**src/design/igfb_pkg.sv**
```systemverilog
// shared types and constants of the idle gap frame builder
`timescale 1ns / 1ps

package igfb_pkg;

  // frame end causes as carried on the result channel
  localparam logic [1:0] CAUSE_GAP   = 2'd0;
  localparam logic [1:0] CAUSE_FULL  = 2'd1;
  localparam logic [1:0] CAUSE_FLUSH = 2'd2;

  // input item kinds
  localparam logic MODE_BYTE = 1'b0;
  localparam logic MODE_TICK = 1'b1;

  // configuration register indexes
  localparam logic [0:0] REG_GAP_TICKS = 1'b0;
  localparam logic [0:0] REG_MIN_EMIT  = 1'b1;

  localparam logic [15:0] GAP_TICKS_RESET = 16'd10;
  localparam logic [5:0]  MIN_EMIT_RESET  = 6'd3;

  // controller to datapath
  typedef struct packed {
    logic accept;
    logic rd_issue;
    logic load_out;
    logic finish;
  } igfb_cmd_t;

  // datapath to controller
  typedef struct packed {
    logic emit_needed;
    logic last_byte;
    logic out_free;
  } igfb_stat_t;

endpackage

```
**src/design/igfb_if.sv**
```systemverilog
// stream channel interfaces for input items and frame bytes
`timescale 1ns / 1ps

interface igfb_in_if;
  logic       valid;
  logic       ready;
  logic       mode;
  logic [7:0] data_byte;

  modport source (output valid, output mode, output data_byte, input ready);
  modport sink   (input valid, input mode, input data_byte, output ready);
endinterface

interface igfb_out_if;
  logic       valid;
  logic       ready;
  logic [7:0] out_byte;
  logic [4:0] byte_position;
  logic [5:0] frame_length;
  logic [1:0] cause;
  logic       last_of_frame;

  modport source (output valid, output out_byte, output byte_position, output frame_length,
                  output cause, output last_of_frame, input ready);
  modport sink   (input valid, input out_byte, input byte_position, input frame_length,
                  input cause, input last_of_frame, output ready);
endinterface

```
**src/design/igfb_ram.sv**
```systemverilog
// generic single write port ram with registered read
`timescale 1ns / 1ps

module igfb_ram #(
  parameter int WIDTH = 8,
  parameter int DEPTH = 32
) (
  input  logic                     clk_i,
  input  logic                     we_i,
  input  logic [$clog2(DEPTH)-1:0] waddr_i,
  input  logic [WIDTH-1:0]         wdata_i,
  input  logic                     re_i,
  input  logic [$clog2(DEPTH)-1:0] raddr_i,
  output logic [WIDTH-1:0]         rdata_o
);

  logic [WIDTH-1:0] mem_q [DEPTH];
  logic [WIDTH-1:0] rdata_q;

  always_ff @(posedge clk_i) begin
    if (we_i) begin
      mem_q[waddr_i] <= wdata_i;
    end
    // read data holds while no read is issued
    if (re_i) begin
      rdata_q <= mem_q[raddr_i];
    end
  end

  assign rdata_o = rdata_q;

endmodule

```
**src/design/igfb_ctrl.sv**
```systemverilog
// controller state machine: accept, per-byte read and load, frame finish
`timescale 1ns / 1ps

module igfb_ctrl (
  input  logic                clk_i,
  input  logic                rst_ni,
  input  logic                in_valid_i,
  output logic                in_ready_o,
  input  igfb_pkg::igfb_stat_t stat_i,
  output igfb_pkg::igfb_cmd_t  cmd_o
);

  import igfb_pkg::*;

  localparam logic [1:0] ST_IDLE   = 2'd0;
  localparam logic [1:0] ST_READ   = 2'd1;
  localparam logic [1:0] ST_LOAD   = 2'd2;
  localparam logic [1:0] ST_FINISH = 2'd3;

  logic [1:0] state_q, state_d;

  always_comb begin
    state_d    = state_q;
    cmd_o      = '0;
    in_ready_o = 1'b0;
    unique case (state_q)
      ST_IDLE: begin
        in_ready_o   = 1'b1;
        cmd_o.accept = in_valid_i;
        if (in_valid_i && stat_i.emit_needed) begin
          state_d = ST_READ;
        end
      end
      ST_READ: begin
        cmd_o.rd_issue = 1'b1;
        state_d        = ST_LOAD;
      end
      ST_LOAD: begin
        if (stat_i.out_free) begin
          cmd_o.load_out = 1'b1;
          state_d        = stat_i.last_byte ? ST_FINISH : ST_READ;
        end
      end
      ST_FINISH: begin
        cmd_o.finish = 1'b1;
        state_d      = ST_IDLE;
      end
      default: begin
        state_d = ST_IDLE;
      end
    endcase
  end

  always_ff @(posedge clk_i or negedge rst_ni) begin
    if (!rst_ni) begin
      state_q <= ST_IDLE;
    end else begin
      state_q <= state_d;
    end
  end

  // a beat is only loaded into the output stage when it is free
  a_load_free: assert property (@(posedge clk_i) disable iff (!rst_ni)
    cmd_o.load_out |-> stat_i.out_free)
    else $error("output stage overwritten");

  // a read is always followed by its load phase
  a_read_then_load: assert property (@(posedge clk_i) disable iff (!rst_ni)
    state_q == ST_READ |=> state_q == ST_LOAD)
    else $error("read not followed by load");

  // no new item while a frame is being sent
  a_no_accept_busy: assert property (@(posedge clk_i) disable iff (!rst_ni)
    (state_q != ST_IDLE) |-> !cmd_o.accept)
    else $error("item accepted during emit");

endmodule

```
**src/design/igfb_dp.sv**
```systemverilog
// datapath: fill and idle counters, frame buffer, emit index and output stage
`timescale 1ns / 1ps

module igfb_dp #(
  parameter int BUFFER_BYTES = 32
) (
  input  logic                 clk_i,
  input  logic                 rst_ni,
  input  logic                 mode_i,
  input  logic [7:0]           data_byte_i,
  input  logic [15:0]          gap_ticks_i,
  input  logic [5:0]           min_emit_i,
  input  igfb_pkg::igfb_cmd_t  cmd_i,
  output igfb_pkg::igfb_stat_t stat_o,
  output logic                 out_valid_o,
  input  logic                 out_ready_i,
  output logic [7:0]           out_byte_o,
  output logic [4:0]           byte_position_o,
  output logic [5:0]           frame_length_o,
  output logic [1:0]           cause_o,
  output logic                 last_of_frame_o
);

  import igfb_pkg::*;

  localparam int AW   = $clog2(BUFFER_BYTES);
  localparam int CW   = $clog2(BUFFER_BYTES + 1);
  localparam int CMPW = (CW > 6) ? CW : 6;
  localparam logic [CW-1:0] FULL_COUNT = CW'(BUFFER_BYTES);

  logic [CW-1:0] fill_q, fill_d;
  logic [15:0]   idle_q, idle_d;
  logic [CW-1:0] len_q, len_d;
  logic [AW-1:0] idx_q, idx_d;
  logic [1:0]    cause_q, cause_d;
  logic          pend_byte_q, pend_byte_d;
  logic [7:0]    pend_data_q, pend_data_d;

  logic          out_valid_q, out_valid_d;
  logic [7:0]    obyte_q;
  logic [4:0]    opos_q;
  logic [5:0]    olen_q;
  logic [1:0]    ocause_q;
  logic          olast_q;

  logic [15:0]   tick_idle;
  logic          gap_hit;
  logic          ge_min;
  logic          buf_full;
  logic          emit_needed;
  logic          last_byte;

  logic          ram_we;
  logic [AW-1:0] ram_waddr;
  logic [7:0]    ram_wdata;
  logic [7:0]    ram_rdata;

  // idle count raised with saturation at the gap, also pulled down if the gap was lowered
  assign tick_idle = (idle_q < gap_ticks_i) ? idle_q + 16'd1 : gap_ticks_i;

  always_comb begin
    if (mode_i == MODE_TICK) begin
      gap_hit = (fill_q != '0) && (tick_idle >= gap_ticks_i);
    end else begin
      gap_hit = (fill_q != '0) && (idle_q >= gap_ticks_i);
    end
  end

  assign ge_min    = CMPW'(fill_q) >= CMPW'(min_emit_i);
  assign buf_full  = (fill_q >= FULL_COUNT);
  assign last_byte = (CW'(idx_q) + CW'(1)) == len_q;

  always_comb begin
    if (mode_i == MODE_TICK) begin
      emit_needed = gap_hit && ge_min;
    end else begin
      emit_needed = gap_hit ? ge_min : buf_full;
    end
  end

  assign stat_o.emit_needed = emit_needed;
  assign stat_o.last_byte   = last_byte;
  assign stat_o.out_free    = !out_valid_q || out_ready_i;

  always_comb begin
    fill_d      = fill_q;
    idle_d      = idle_q;
    len_d       = len_q;
    idx_d       = idx_q;
    cause_d     = cause_q;
    pend_byte_d = pend_byte_q;
    pend_data_d = pend_data_q;
    ram_we      = 1'b0;
    ram_waddr   = gap_hit ? '0 : fill_q[AW-1:0];
    ram_wdata   = data_byte_i;

    if (cmd_i.accept) begin
      idle_d      = (mode_i == MODE_TICK) ? tick_idle : 16'd0;
      len_d       = fill_q;
      idx_d       = '0;
      pend_byte_d = (mode_i == MODE_BYTE);
      pend_data_d = data_byte_i;
      if (mode_i == MODE_TICK) begin
        cause_d = CAUSE_FLUSH;
      end else begin
        cause_d = gap_hit ? CAUSE_GAP : CAUSE_FULL;
      end
      if (!emit_needed) begin
        if (mode_i == MODE_TICK) begin
          fill_d = gap_hit ? '0 : fill_q;
        end else begin
          // short frame on a gap is dropped, the byte opens the new one
          ram_we = 1'b1;
          fill_d = (gap_hit ? '0 : fill_q) + CW'(1);
        end
      end
    end

    if (cmd_i.load_out) begin
      idx_d = idx_q + AW'(1);
    end

    // frame sent: buffer restarts, with the held byte if the item was a byte
    if (cmd_i.finish) begin
      ram_waddr = '0;
      ram_wdata = pend_data_q;
      ram_we    = pend_byte_q;
      fill_d    = pend_byte_q ? CW'(1) : '0;
    end
  end

  always_comb begin
    out_valid_d = out_valid_q;
    if (cmd_i.load_out) begin
      out_valid_d = 1'b1;
    end else if (out_ready_i) begin
      out_valid_d = 1'b0;
    end
  end

  always_ff @(posedge clk_i or negedge rst_ni) begin
    if (!rst_ni) begin
      fill_q      <= '0;
      idle_q      <= '0;
      out_valid_q <= 1'b0;
    end else begin
      fill_q      <= fill_d;
      idle_q      <= idle_d;
      out_valid_q <= out_valid_d;
    end
  end

  always_ff @(posedge clk_i) begin
    len_q       <= len_d;
    idx_q       <= idx_d;
    cause_q     <= cause_d;
    pend_byte_q <= pend_byte_d;
    pend_data_q <= pend_data_d;
    if (cmd_i.load_out) begin
      obyte_q  <= ram_rdata;
      opos_q   <= 5'(idx_q);
      olen_q   <= 6'(len_q);
      ocause_q <= cause_q;
      olast_q  <= last_byte;
    end
  end

  igfb_ram #(
    .WIDTH (8),
    .DEPTH (BUFFER_BYTES)
  ) u_frame_ram (
    .clk_i   (clk_i),
    .we_i    (ram_we),
    .waddr_i (ram_waddr),
    .wdata_i (ram_wdata),
    .re_i    (cmd_i.rd_issue),
    .raddr_i (idx_q),
    .rdata_o (ram_rdata)
  );

  assign out_valid_o     = out_valid_q;
  assign out_byte_o      = obyte_q;
  assign byte_position_o = opos_q;
  assign frame_length_o  = olen_q;
  assign cause_o         = ocause_q;
  assign last_of_frame_o = olast_q;

  a_fill_bound: assert property (@(posedge clk_i) disable iff (!rst_ni)
    fill_q <= FULL_COUNT)
    else $error("fill count beyond buffer");

  a_idx_in_frame: assert property (@(posedge clk_i) disable iff (!rst_ni)
    (cmd_i.load_out || cmd_i.rd_issue) |-> (CW'(idx_q) < len_q))
    else $error("emit index past frame length");

  // the buffer only restarts once the last byte of the frame has been loaded into the output stage
  a_finish_after_last: assert property (@(posedge clk_i) disable iff (!rst_ni)
    cmd_i.finish |-> $past(cmd_i.load_out) && $past(last_byte))
    else $error("frame finished early");

endmodule

```
**src/design/idle_gap_frame_builder_unit.sv**
```systemverilog
// top level of the idle gap frame builder: configuration registers, controller, datapath
//
//  channel  | dir | beat contents                                   | handshake
//  in_i     | in  | mode, data_byte                                 | valid/ready
//  out_o    | out | out_byte, byte_position, frame_length, cause,   | valid/ready
//           |     | last_of_frame                                   |
//  apb      | in  | gap_ticks at 0x0, min_emit_bytes at 0x4         | psel/penable, pready=1
//
//  an item that sends no frame is taken while the controller stays idle; one that sends an n byte
//  frame is followed by a read then a load of each byte from the frame ram, then a finish step
//  reset clears fill and idle counters and the output stage; buffer contents are not cleared
//  a stalled output holds the beat in flight and the emit waits until it is taken
//  a new item is taken while the last beat of the previous frame still waits
`timescale 1ns / 1ps

module idle_gap_frame_builder_unit #(
  parameter int BUFFER_BYTES = 32
) (
  input  logic        clk_i,
  input  logic        rst_ni,
  igfb_in_if.sink     in_i,
  igfb_out_if.source  out_o,
  input  logic        psel,
  input  logic        penable,
  input  logic        pwrite,
  input  logic [2:0]  paddr,
  input  logic [31:0] pwdata,
  output logic [31:0] prdata,
  output logic        pready
);

  import igfb_pkg::*;

  logic [15:0] gap_ticks_q, gap_ticks_d;
  logic [5:0]  min_emit_q, min_emit_d;
  logic [0:0]  reg_idx;
  logic        cfg_we;

  igfb_cmd_t  cmd;
  igfb_stat_t stat;

  assign pready  = 1'b1;
  assign reg_idx = paddr[2];
  assign cfg_we  = psel && penable && pwrite;

  always_comb begin
    gap_ticks_d = gap_ticks_q;
    min_emit_d  = min_emit_q;
    unique case (reg_idx)
      REG_GAP_TICKS: begin
        prdata = {16'd0, gap_ticks_q};
        if (cfg_we) begin
          gap_ticks_d = pwdata[15:0];
        end
      end
      REG_MIN_EMIT: begin
        prdata = {26'd0, min_emit_q};
        if (cfg_we) begin
          min_emit_d = pwdata[5:0];
        end
      end
      default: begin
        prdata = '0;
      end
    endcase
  end

  always_ff @(posedge clk_i or negedge rst_ni) begin
    if (!rst_ni) begin
      gap_ticks_q <= GAP_TICKS_RESET;
      min_emit_q  <= MIN_EMIT_RESET;
    end else begin
      gap_ticks_q <= gap_ticks_d;
      min_emit_q  <= min_emit_d;
    end
  end

  igfb_ctrl u_ctrl (
    .clk_i      (clk_i),
    .rst_ni     (rst_ni),
    .in_valid_i (in_i.valid),
    .in_ready_o (in_i.ready),
    .stat_i     (stat),
    .cmd_o      (cmd)
  );

  igfb_dp #(
    .BUFFER_BYTES (BUFFER_BYTES)
  ) u_dp (
    .clk_i           (clk_i),
    .rst_ni          (rst_ni),
    .mode_i          (in_i.mode),
    .data_byte_i     (in_i.data_byte),
    .gap_ticks_i     (gap_ticks_q),
    .min_emit_i      (min_emit_q),
    .cmd_i           (cmd),
    .stat_o          (stat),
    .out_valid_o     (out_o.valid),
    .out_ready_i     (out_o.ready),
    .out_byte_o      (out_o.out_byte),
    .byte_position_o (out_o.byte_position),
    .frame_length_o  (out_o.frame_length),
    .cause_o         (out_o.cause),
    .last_of_frame_o (out_o.last_of_frame)
  );

endmodule

```
**src/flat_wrapper.sv**
```systemverilog
// flat-port wrapper written by rule: the top's interface ports become plain ports
module idle_gap_frame_builder_unit_flat import igfb_pkg::*;
#(
  parameter int BUFFER_BYTES = 32
)
  (clk_i, rst_ni, psel, penable, pwrite, paddr, pwdata, prdata, pready, in_i_valid, in_i_mode, in_i_data_byte, in_i_ready, out_o_valid, out_o_out_byte, out_o_byte_position, out_o_frame_length, out_o_cause, out_o_last_of_frame, out_o_ready);
  igfb_in_if in_i_i ();
  igfb_out_if out_o_i ();
  input  logic clk_i;
  input  logic rst_ni;
  input  logic psel;
  input  logic penable;
  input  logic pwrite;
  input  logic [2:0] paddr;
  input  logic [31:0] pwdata;
  output logic [31:0] prdata;
  output logic pready;
  input wire logic [$bits(in_i_i.valid)-1:0] in_i_valid;
  input wire logic [$bits(in_i_i.mode)-1:0] in_i_mode;
  input wire logic [$bits(in_i_i.data_byte)-1:0] in_i_data_byte;
  output wire logic [$bits(in_i_i.ready)-1:0] in_i_ready;
  output wire logic [$bits(out_o_i.valid)-1:0] out_o_valid;
  output wire logic [$bits(out_o_i.out_byte)-1:0] out_o_out_byte;
  output wire logic [$bits(out_o_i.byte_position)-1:0] out_o_byte_position;
  output wire logic [$bits(out_o_i.frame_length)-1:0] out_o_frame_length;
  output wire logic [$bits(out_o_i.cause)-1:0] out_o_cause;
  output wire logic [$bits(out_o_i.last_of_frame)-1:0] out_o_last_of_frame;
  input wire logic [$bits(out_o_i.ready)-1:0] out_o_ready;
  assign in_i_i.valid = in_i_valid;
  assign in_i_i.mode = in_i_mode;
  assign in_i_i.data_byte = in_i_data_byte;
  assign in_i_ready = in_i_i.ready;
  assign out_o_valid = out_o_i.valid;
  assign out_o_out_byte = out_o_i.out_byte;
  assign out_o_byte_position = out_o_i.byte_position;
  assign out_o_frame_length = out_o_i.frame_length;
  assign out_o_cause = out_o_i.cause;
  assign out_o_last_of_frame = out_o_i.last_of_frame;
  assign out_o_i.ready = out_o_ready;
  idle_gap_frame_builder_unit #(.BUFFER_BYTES(BUFFER_BYTES)) u_core (.clk_i(clk_i), .rst_ni(rst_ni), .in_i(in_i_i), .out_o(out_o_i), .psel(psel), .penable(penable), .pwrite(pwrite), .paddr(paddr), .pwdata(pwdata), .prdata(prdata), .pready(pready));
endmodule
```
**config.mk**
```make
export PLATFORM = sky130hd
export DESIGN_NAME = idle_gap_frame_builder_unit_flat
export DESIGN_NICKNAME = d
export VERILOG_FILES = /design/src/design/igfb_pkg.sv /design/src/design/igfb_if.sv /design/src/design/igfb_ram.sv /design/src/design/igfb_ctrl.sv /design/src/design/igfb_dp.sv /design/src/design/idle_gap_frame_builder_unit.sv /design/src/flat_wrapper.sv
export SDC_FILE = /design/constraint.sdc
export NUM_CORES = 1
export LEC_CHECK = 0
export ABC_AREA = 0
export CORE_MARGIN = 2
export CORE_UTILIZATION = 50
export DETAILED_ROUTE_END_ITERATION = 16
export DONT_BUFFER_PORTS = 1
export SLEW_MARGIN = 25
export SYNTH_ARGS = -nofsm -noshare
export SYNTH_HDL_FRONTEND = slang
export SYNTH_SLANG_ARGS = --single-unit
```
**constraint.sdc**
```tcl
create_clock -name clk_i -period 10.3 [get_ports clk_i]
set_input_delay 2.06 -clock clk_i [delete_from_list [all_inputs] [get_ports clk_i]]
set_output_delay 2.06 -clock clk_i [all_outputs]
set_load 0.01 [all_outputs]
```
After elaboration in Yosys (flattened, before gate mapping)
Memory sizes are Yosys's and may differ from the RTL's. A register that Yosys moved wholly into a read port is not among the register bits.
Index checks and enable logic that the tools add are counted.
Cells by class
  reductions and logical operators: 17
  $add $sub $neg: 4
  divide/modulo/power cells: 0
  eq/ne operators: 7
  shift operators: 0
  multiplexer cells: 36
  $lt $le $gt $ge: 5
  multipliers: 0
  bitwise gates (word level): 2
Operator list (count)
  $pmux 32 s2: 1
  $ge 16x16->1: 2
  $mux 16: 2
  $mux 6: 5
  $mux 5: 4
  $mux 1: 19
  $add 16x1->16 const B: 1
  $lt 16x16->1: 1
  $mux 8: 1
  $pmux 2 s4: 1
  $reduce_and 2->1: 4
  $add 5x1->6 const B: 1
  $add 6x1->6 const B: 1
  $eq 6x6->1: 1
  $ge 6x6->1: 1
  $ge 6x6->1 const B: 1
  $logic_and 1x1->1: 6
  $mux 2: 3
  $reduce_bool 2->1: 3
  $reduce_bool 6->1: 1
  $add 5x1->5 const B: 1
  $eq 2x2->1 const B: 2
  $ne 2x1->1 const B: 2
  $eq 2x1->1 const B: 1
  other kinds (5): 6
Storage, ports and cells
  flip-flop bits (word level): 91
  input port bits: 51
  word-level logic and storage cells: 88
  RAM bits: 256
  memories kept: 1
  latch bits: 0
  ROM bits: 0
  output and inout bits: 57
Memories
  u_core.u_dp.u_frame_ram.mem_q: words 32, bits a word 8, read ports 1, clocked after memory_dff 1, write ports 1, line igfb_ram.sv:17  | logic [WIDTH-1:0] mem_q [DEPTH];

Depth between registers and ports, before layout
Gate-level depths: netlist (run 1).
  depth in word-level cells: 12
  depth in mapped cells: 23
  mapped depth without buffers: 21

Cells and area by module
Synthesis (run 1) repeated with hierarchy kept, for this count alone.
Unflattened totals
  cells, all modules: 888
  area total of the unflattened synthesis: 15452.3 µm²
By module, submodules not included
  igfb_ram: seq. area each 7927.6 µm², cells each 417, area each 10133.5 µm², times used 1
  igfb_dp: seq. area each 1896.8 µm², cells each 376, area each 4040.1 µm², times used 1
  idle_gap_frame_builder_unit: seq. area each 555.5 µm², cells each 84, area each 1162.4 µm², times used 1
  igfb_ctrl: seq. area each 50.0 µm², cells each 11, area each 116.4 µm², times used 1

Worst setup path after synthesis (run 1)
Ideal clock, no wire load.
  path kind: register to register
  start point: register u_core.gap_ticks_q[1]
  end point: memory u_core.u_dp.u_frame_ram.mem_q[10][0], enable pin
  data arrival time: 4453 ps
  stages on the path, launching flop included: 20
  setup slack: 5452 ps
  library setup time: 395 ps
  buffers on the path: 3
  clock period less this slack: 4848 ps
  data required time: 9905 ps
  cells stage by stage: dfstp_2 -> inv_1 -> ha_1 -> nor2b_1 -> o21a_1 -> o21a_1 -> o21ai_1 -> nand3_1 -> buf_2 -> buf_4 -> mux2i_1 -> ha_1 -> nand4_1 -> nor2_1 -> nor4_1 -> nand4_1 -> nand3_2 -> nand2_4 -> buf_2 -> nor4_1
On the way
  longest elaborated chain between the ends: 12
  elaborated cells on any way between the ends: 17
  classes of those cells: 3 x order compare; 11 x mux; 3 x reduce/logical
Ends and longest elaborated chain
  start: declaration: line idle_gap_frame_builder_unit.sv:34  | logic [15:0] gap_ticks_q, gap_ticks_d;
  start signal: assignment: line idle_gap_frame_builder_unit.sv:73  | gap_ticks_q <= gap_ticks_d;
  $lt 16x16->1: line igfb_dp.sv:59  | assign tick_idle = (idle_q < gap_ticks_i) ? idle_q + 16'd1 : gap_ticks_i;
  $mux 16: line igfb_dp.sv:59
  $ge 16x16->1: line igfb_dp.sv:63  | gap_hit = (fill_q != '0) && (tick_idle >= gap_ticks_i);
  $logic_and 1x1->1: line igfb_dp.sv:63
  $mux 1 (*): line igfb_dp.sv:62  | if (mode_i == MODE_TICK) begin
  $mux 1 / $logic_and 1x1->1 (equally long branches): line igfb_dp.sv:77, igfb_dp.sv:75
  $mux 1: line igfb_dp.sv:74  | if (mode_i == MODE_TICK) begin
  $mux 1: line igfb_dp.sv:108  | if (!emit_needed) begin
  $mux 1: line igfb_dp.sv:97  | if (cmd_i.accept) begin
  $mux 1: line igfb_dp.sv:124  | if (cmd_i.finish) begin
  $mux 1: line igfb_ram.sv:21  | if (we_i) begin
  $mux 1 (not written as such): line igfb_ram.sv:22  | mem_q[waddr_i] <= wdata_i;
  end: declaration: line igfb_ram.sv:17
Every way passes the cells marked *; elsewhere a longest branch is shown, timed or not.

Final worst setup path (run 1)
  start point: register u_core.gap_ticks_q[13]
  end point: memory u_core.u_dp.u_frame_ram.mem_q[23][0], enable pin
Same word-level chain as after synthesis.

==> summary.md, run 1 <==
| Metric | Value |
|---|---|
| Outcome | completed |
| Critical path startpoint | u_core.gap_ticks_q[13] |
| Router iterations before antenna repair | 5 |
| Synth Cell Area | 0.0154 mm2 |
| Cts repair resizes | 0 |
| Grt total ovfl | 0 |
| Crit-path max FO | 11 |
| Multiplexer share of the synthesized area | 15.6% |
| P per Cell Area | 247 mW/mm2 |
| DP Worst Slack | 4.51 ns |
| CTS Buf Count | 38 |
| RSZ-0062 raised after global routing | false |
| Layout area overhead | 10.9% |
| Antenna viol nets, final | 0 |
| Seq/Total Area, Yosys | 67.6% |
| Reg2Reg Setup Slack | 4.46 ns |
| Port Buffers | 0 |
| Synth top area share | 60.0% |
| Initial Utilization | 50.5% |
| Vias | between 8000 and 9000 |
| Sw Share | 28.6% |
| First-pass GRT wire length | 50.2 mm |
| Crit path max-delay cell type | nor2_1 |
| Critical Path RT | 10.43 ns |
| Die height | 180 um |
| Post-route clock period utilization | between 50% and 60% |
| Hold buffer count at CTS | 0 |
| Core box area | 0.0305 mm2 |
| Cell count after synthesis | slightly below 900 |
| CTS sink cnt | 355 |
| Commonest non-fill, non-tap cell in the layout | edfxtp_1 |
| HPWL after DPL | 21.0 mm |
| Largest family of logic cells by synthesized area | multiplexers |
| Number of DRC markers in iteration 0 | 736 |
| Critical Path End Type | flop |
| Critical Path Sink | u_core.u_dp.u_frame_ram.mem_q[23][0] |
| Syn avg cell area | 17.3 um2 |
| Vias in the first global route | 8429 |
| FF-to-FF path depth | 16 |
| TritonCTS clock tree | yes |
| Peak supply drop | roughly 0.00015 V |
| Post-synthesis adder-cell area fraction | ~3.3% |
| Final setup TNS | 0 ns |
| Sequential share of power | 43.6% |
| Top achievable clock speed | 0.171 GHz |
| Final setup viols | 0 |
| Critical R2R Launch | u_core.gap_ticks_q[13] |
| Main flop type after synthesis | edfxtp_1 |
| I/O pin total | 108 |
| Largest net degree at the start of global routing | 68 |
| Max Slew Vio Count | 0 |
| Synth Area in XOR/XNOR | 1.25% |
| Initial antenna violation count | 0 |
| DRT Wirelength | 32.3 mm |
| Post-synth ARST share | 13.2% |
| CP max stage delay | 0.88 ns |
| LEAKAGE | between 0.005 and 0.006 uW |
| Final RePlAce weighted congestion | 0.810 |
| # rows | 64 |
| Worst-Skew Late Latency | roughly 0.5 ns |
| Tightest Pin Transition | 1.02 ns |
| Fin worst setup slack | 4.46 ns |
| Comb pwr share | 24.6% |
| Setup CP Type | reg -> reg |
| Area leader, netlist | edfxtp_1 |
| Post-layout min period | 5.84 ns |
| Final Hold Fails | 0 |
| CP startpoint kind | flop |
| Clk root buf | clkbuf_16 |
| Worst Clk Skew | 0.0152 ns |
| MaxCap Viol Count | 0 |
| Largest cells by area after synthesis | edfxtp_1, mux4_2, dfrtp_1, ha_1, mux2_1 |
| Drc violations | 0 |
| R2R Path End | u_core.u_dp.u_frame_ram.mem_q[23][0] |
| Leading cell types in the layout, fill and taps excluded | edfxtp_1, mux4_2, dfrtp_1 |
| Compound-Gate Fraction of Synth Area | 3.63% |
| Post-synth EDFFs | ~310 |
| Total track usage | 20.3% |
| Hold Path Class | reg -> reg |
| Switch Pwr | 1210 uW |
| Htree depth | 2 |
| Die Area | 0.0323 mm2 |
| DR WL/cell | 24.1 um |
| ANT cells | 0 |
| Worst Path Arrival | 5.96 ns |
| Post-CTS setup buffer count | 0 |
| Simple-gate share of the synthesized area | under 10% |
| Clock-pin slew on the worst setup and hold paths | roughly 0.060 ns |
| Layout cells sized above 1 | 20.6% |
| Crit-path cells | inv_1 -> ha_1 -> a211oi_1 -> nor2_1 -> a211oi_1 -> nand3_1 -> buf_4 -> mux2_1 -> ha_1 -> a21oi_1 -> nor3_1 -> nor4_1 -> nand4_1 -> nand3_2 -> nand4_1 -> nor2_1 |
| Final nets | 1008 |
| Clock network power share | 31.9% |
| #FFs+latches synth | 355 |
| Die width | ~180 um |
| Internal | 3010 uW |
| Count of cell types in the netlist | 64 |
| Vias/cell | 5.99 |
| Relative max-transition margin | 31.9% |
| Yosys warnings | 0 |
| Pwr Total | approximately 4200 uW |
| Clk buf depth | 3 |
-- layer usage --
| layer | routed length (um) | global-route usage, % |
|---|---|---|
| met2 | 15200 | 32.3 |
| met4 | 824 | 5.79 |
| met1 | 14400 | 29.6 |
| met5 | 0 | 0 |
| met3 | 1880 | 2.96 |
-- kinds of logic after synthesis --
logic type,Yosys count
other,2
buffers and inverters,86
flip-flops,355
AND/OR/NAND/NOR,169
AO/OA/AOI/OAI,81
multiplexers,135
XOR/XNOR,22
adder cells (fa/ha/maj),41
-- sequential cells by signal (all words and copies together) (netlist names), 5 cells and up --
| register | flops |
|---|---|
| u_core.u_dp.frame_length_o | 6 |
| u_core.u_dp.fill_q | 6 |
| u_core.u_dp.pend_data_q | 8 |
| u_core.u_dp.byte_position_o | 5 |
| u_core.u_dp.len_q | 6 |
| u_core.u_dp.idx_q | 5 |
| u_core.min_emit_q | 6 |
| u_core.u_dp.out_byte_o | 8 |
| u_core.u_dp.idle_q | 16 |
| u_core.u_dp.u_frame_ram.rdata_o | 8 |
| u_core.u_dp.u_frame_ram.mem_q | 256 |
| u_core.gap_ticks_q | 16 |
-- how the worst min path moves through the flow --
stage / startpoint / end / cells past startpoint / slack [ns]
floorplan: u_core.u_dp.cause_q[0] / u_core.u_dp.cause_o[0] / 0 / 0.40
global placement: u_core.u_dp.u_frame_ram.rdata_o[6] / u_core.u_dp.out_byte_o[6] / 0 / 0.40
detailed placement: u_core.u_dp.u_frame_ram.rdata_o[4] / u_core.u_dp.out_byte_o[4] / 0 / 0.41
CTS: u_core.u_dp.u_frame_ram.rdata_o[4] / u_core.u_dp.out_byte_o[4] / 0 / 0.42
global route: u_core.u_dp.u_frame_ram.rdata_o[6] / u_core.u_dp.out_byte_o[6] / 0 / 0.43
finish: u_core.u_dp.u_frame_ram.rdata_o[4] / u_core.u_dp.out_byte_o[4] / 0 / 0.42
-- synth_stat cells, types with 3 or more instances --
| cell type | count |
|---|---|
| a211oi_1 | 3 |
| a21o_1 | 3 |
| a21oi_1 | 17 |
| a22o_1 | 14 |
| a31oi_1 | 3 |
| and2_1 | 5 |
| and3_1 | 5 |
| and4_1 | 5 |
| buf_2 | 7 |
| buf_4 | 19 |
| buf_6 | 4 |
| clkbuf_1 | 21 |
| dfrtp_1 | 43 |
| dfstp_2 | 4 |
| edfxtp_1 | 308 |
| ha_1 | 41 |
| inv_1 | 27 |
| inv_2 | 3 |
| mux2_1 | 33 |
| mux2_2 | 11 |
| mux2i_1 | 11 |
| mux4_2 | 80 |
| nand2_1 | 37 |
| nand2b_1 | 8 |
| nand3_1 | 11 |
| nand4_1 | 11 |
| nand4b_1 | 3 |
| nor2_1 | 42 |
| nor2b_1 | 5 |
| nor3_1 | 9 |
| nor4_1 | 17 |
| o21a_1 | 3 |
| o21ai_0 | 10 |
| o21ai_1 | 7 |
| o21bai_1 | 3 |
| or3_1 | 3 |
| xnor2_1 | 10 |
| xor2_1 | 12 |
-- through the flow --
step / cell area, um2 / utilization (%) / instances / hold WS (ns)
floorplan: 15500 / - / 906 / 0.400
global placement: 15800 / 51.9 / 1270 / 0.404
detailed placement: 15900 / 52.0 / 1271 / 0.411
CTS: 17100 / 56.0 / 1340 / 0.425
global route: 17100 / 56.1 / 1341 / 0.434
finish: 17100 / 56.1 / 1341 / 0.423
-- critical path: cells and delay by family (launching register included) --
| kind | cells | cell delay, ns |
|---|---|---|
| DFF | 1 | 0.37 |
| AOI/OAI and AO/OA | 3 | 0.80 |
| adders and majority gates | 2 | 0.58 |
| muxes | 1 | 0.35 |
| buffers and inverters | 2 | 0.52 |
| and+or+nand+nor | 8 | 2.83 |
-- power groups by stage --
stage / logic, uW / clock network [uW] / registers, uW
after floorplan: 799 / 0 / 1820
after global placement: 1010 / 0 / 1870
after detailed placement: 1050 / 0 / 1870
after CTS: 1050 / 1370 / 1840
after global routing: 1130 / 1440 / 1850
final: 1040 / 1350 / 1840
-- layout make-up --
class / count / area, um2
clock inverter: 21 / 210
tap: 396 / 495
multi-input combinational: 465 / 4620
fill: 2301 / 13400
sequential: 355 / 10400
inverter: 31 / 116
clock buffer: 48 / 1030
timing repair buffer: 25 / 203
Note: power is estimated with default switching activity, not from simulation.
==> run 2, diff against run 1 <==
- PLACE_DENSITY: unset -> 0.68
- clock period: 10.3 -> 5.25 ns (I/O delays scaled with it)
==> run 2 against run 1 <==
Net effect: die area did not move; routed wire length fell by 5.3%; register-to-register slack got worse by 3.9 ns; global-route usage fell by 1.1 points; setup slack got worse by 3.9 ns; maximum frequency rose by 25%; sequential power rose by 99%; final area rose by 0.11%; first-iteration DRC count fell by 12%; total power rose by 91%; combinational power rose by 86%; critical path type unchanged.
==> summary.md, run 2 (same netlist as run 1, synthesis figures left out) <==
| Metric | Value |
|---|---|
| R2R Path End | u_core.u_dp.fill_q[4] |
| FF-to-FF path depth | 21 (+5) |
| Clk root buf | clkbuf_16 |
| Max Slew Vio Count | 0 (unchanged) |
| Antenna viol nets, final | 0 (unchanged) |
| Leading cell types in the layout, fill and taps excluded | edfxtp_1, mux4_2, dfrtp_1 |
| Largest register FFs | 256 (unchanged) |
| Port Buffers | 0 (unchanged) |
| Post-route clock period utilization | 88.9% (+32 points) |
| CP startpoint kind | flop |
| Top achievable clock speed | 0.214 GHz (+25%) |
| Crit-path cells | inv_1 -> ha_1 -> nand4_1 -> nor4_1 -> o21ai_1 -> nand3_1 -> buf_4 -> mux2_1 -> ha_1 -> nand2_1 -> nor3_1 -> o311ai_1 -> nand4_1 -> buf_4 -> nand2_1 -> and2_1 -> ha_1 -> nor2b_1 -> nor4b_1 -> and3_1 -> a31o_1 |
| First-pass GRT wire length | 47.6 mm (-5.2%) |
| ANT cells | 0 (unchanged) |
| Buf+Inv Stages, Crit Path | 3 (+1) |
| Grt total ovfl | 0 (unchanged) |
| Metal-1 WL | 13.6 mm (-5.1%) |
| TritonCTS clock tree | yes |
| DR WL/cell | 22.6 um (-6.1%) |
| Top reg by flops | u_core.u_dp.u_frame_ram.mem_q |
| Final core occ | 56.1% (+0.062 points) |
| Initial Utilization | 50.5% (unchanged) |
| Final Hold Fails | 0 (unchanged) |
| Crit-path max FO | 18 (+7) |
| # fillers | 2314 (+0.56%) |
| Top cell by count, worst path | ha_1 |
| Total stage count of the critical path | 21 (+5) |
| Hold Path Class | in -> async |
| Vias | 7844 (-2.3%) |
| CTS Buf Count | 37 (-2.6%) |
| Outcome | completed |
| Regs by FF count | u_core.u_dp.u_frame_ram.mem_q: 256 flops, u_core.gap_ticks_q: 16 flops, u_core.u_dp.idle_q: 16 flops |
| Clock-pin slew on the worst setup and hold paths | 0.06 ns (about the same) |
| DRT Wirelength | 30.6 mm (-5.3%) |
| WL met3 | 1.65 mm (-12%) |
| Number of DRC markers in iteration 0 | 647 (-12%) |
| Critical path's top delay family | simple AND/OR/NAND/NOR gates |
| Final setup viols | 0 (unchanged) |
| CTS sink cnt | 355 (unchanged) |
| CP max stage delay | 0.42 ns (-0.46 ns) |
| LEAKAGE | 0.00597 uW (+0.63%) |
| P per Cell Area | 471 mW/mm2 (+91%) |
| Multi-input gate area | 0.00461 mm2 (-0.16%) |
| MaxCap Viol Count | 0 (unchanged) |
| # rows | 64 (unchanged) |
| Worst Clk Skew | 0.0295 ns (+0.0142 ns) |
| Clk buf depth | 3 (unchanged) |
| Placed Area | 0.0160 mm2 (+0.68%) |
| FF/Latch Area | 0.0104 mm2 (unchanged) |
| HPWL after DPL | 20.0 mm (-4.7%) |
| Reg2Reg Setup Slack | 0.58 ns (-3.88 ns) |
| RSZ-0062 raised after global routing | false |
| Crit path max-delay cell type | nor4_1 |
| Commonest non-fill, non-tap cell in the layout | edfxtp_1 |
| Tightest Pin Transition | 1.01 ns (-0.00748 ns) |
| Post-layout min period | 4.67 ns (-1.17 ns) |
| Drc violations | 0 (unchanged) |
| Critical Path Sink | u_core.u_dp.fill_q[4] |
| Worst Path Arrival | 5.07 ns (-0.89 ns) |
| Top Metal Used | met4 |
| Initial antenna violation count | 0 (unchanged) |
| Vias in the first global route | 7886 (-6.4%) |
| Final nets | 1022 (+1.4%) |
| Die Area | 0.0323 mm2 (unchanged) |
| Critical Path End Type | flop |
| Final RePlAce weighted congestion | 0.813 (+0.35%) |
| Vias/cell | 5.80 (-3.2%) |
| WL met2 | 14.6 mm (-3.8%) |
| Peak supply drop | 0.000283 V (+86%) |
| Relative max-transition margin | 32.6% (+0.75 points) |
| Die height | 180 um (unchanged) |
| Critical Path RT | 5.65 ns (-4.78 ns) |
| Worst-Skew Late Latency | 0.52 ns (about the same) |
| Final setup TNS | 0 ns (unchanged) |
| Layout area overhead | 11.0% |
| Layout cells sized above 1 | 21.0% (+0.37 points) |
| Router iterations before antenna repair | 5 (unchanged) |
| Die width | 180 um (unchanged) |
| Fin area | 0.0171 mm2 (+0.11%) |
| Largest net degree at the start of global routing | 51 (-25%) |
| Setup CP Type | reg -> reg |
| Critical path startpoint | u_core.gap_ticks_q[15] |
| Critical R2R Launch | u_core.gap_ticks_q[15] |
| Core box area | 0.0305 mm2 (unchanged) |
| Total track usage | 19.2% (-1.1 points) |
| I/O pin total | 108 (unchanged) |
| Htree depth | 2 (unchanged) |
## run 2: worst min path at each step
stage                     slack, ns  depth (start not counted)                        end                               start
after detailed placement       0.40                          0  u_core.u_dp.out_byte_o[3]  u_core.u_dp.u_frame_ram.rdata_o[3]
after floorplan                0.40                          0     u_core.u_dp.cause_o[0]              u_core.u_dp.cause_q[0]
after global routing           0.20                          0     u_core.gap_ticks_q[14]                              rst_ni
final                          0.23                          0   u_core.u_ctrl.state_q[1]                              rst_ni
after global placement         0.40                          0  u_core.u_dp.out_byte_o[6]  u_core.u_dp.u_frame_ram.rdata_o[6]
after CTS                      0.20                          0     u_core.u_dp.idle_q[13]                              rst_ni
## run 2: stage by stage
stage	hold WS (ns)	instances	setup slack (ns)	power, uW
after floorplan	0.400	906	0.402	5140
after global placement	0.402	1284	0.367	5660
after detailed placement	0.405	1284	0.267	5690
after CTS	0.201	1350	0.260	8150
after global routing	0.201	1353	0.115	8450
final	0.225	1353	0.580	8060
## run 2: metal layers
layer | global-route usage [%] | vias to the layer above
met5 | 0 | -
met4 | 4.81 | 0
met3 | 3.57 | 43
met2 | 30.6 | 223
met1 | 27.7 | 4004
li1 | - | 3574
## run 2: final cells by class
cell class | instances | area share, %
timing repair buffer | 40 | 1.94
multi-input combinational | 465 | 26.9
tap | 396 | 2.89
clock buffer | 49 | 5.85
clock inverter | 17 | 0.789
inverter | 31 | 0.680
sequential | 355 | 60.9
## run 2: power breakdown
group          total [uW]  switching, uW  internal [uW]
logic                1930           1020            911
registers            3670            251           3420
clock network        2460           1020           1440
total                8060           2290           5770
## run 2: timing repair
item	4_1_cts	5_1_grt
buffers inserted	0	2
hold endpoints to repair	0	0
gates resized for setup	0	0
hold buffers	0	0
endpoints found under the setup margin	0	250
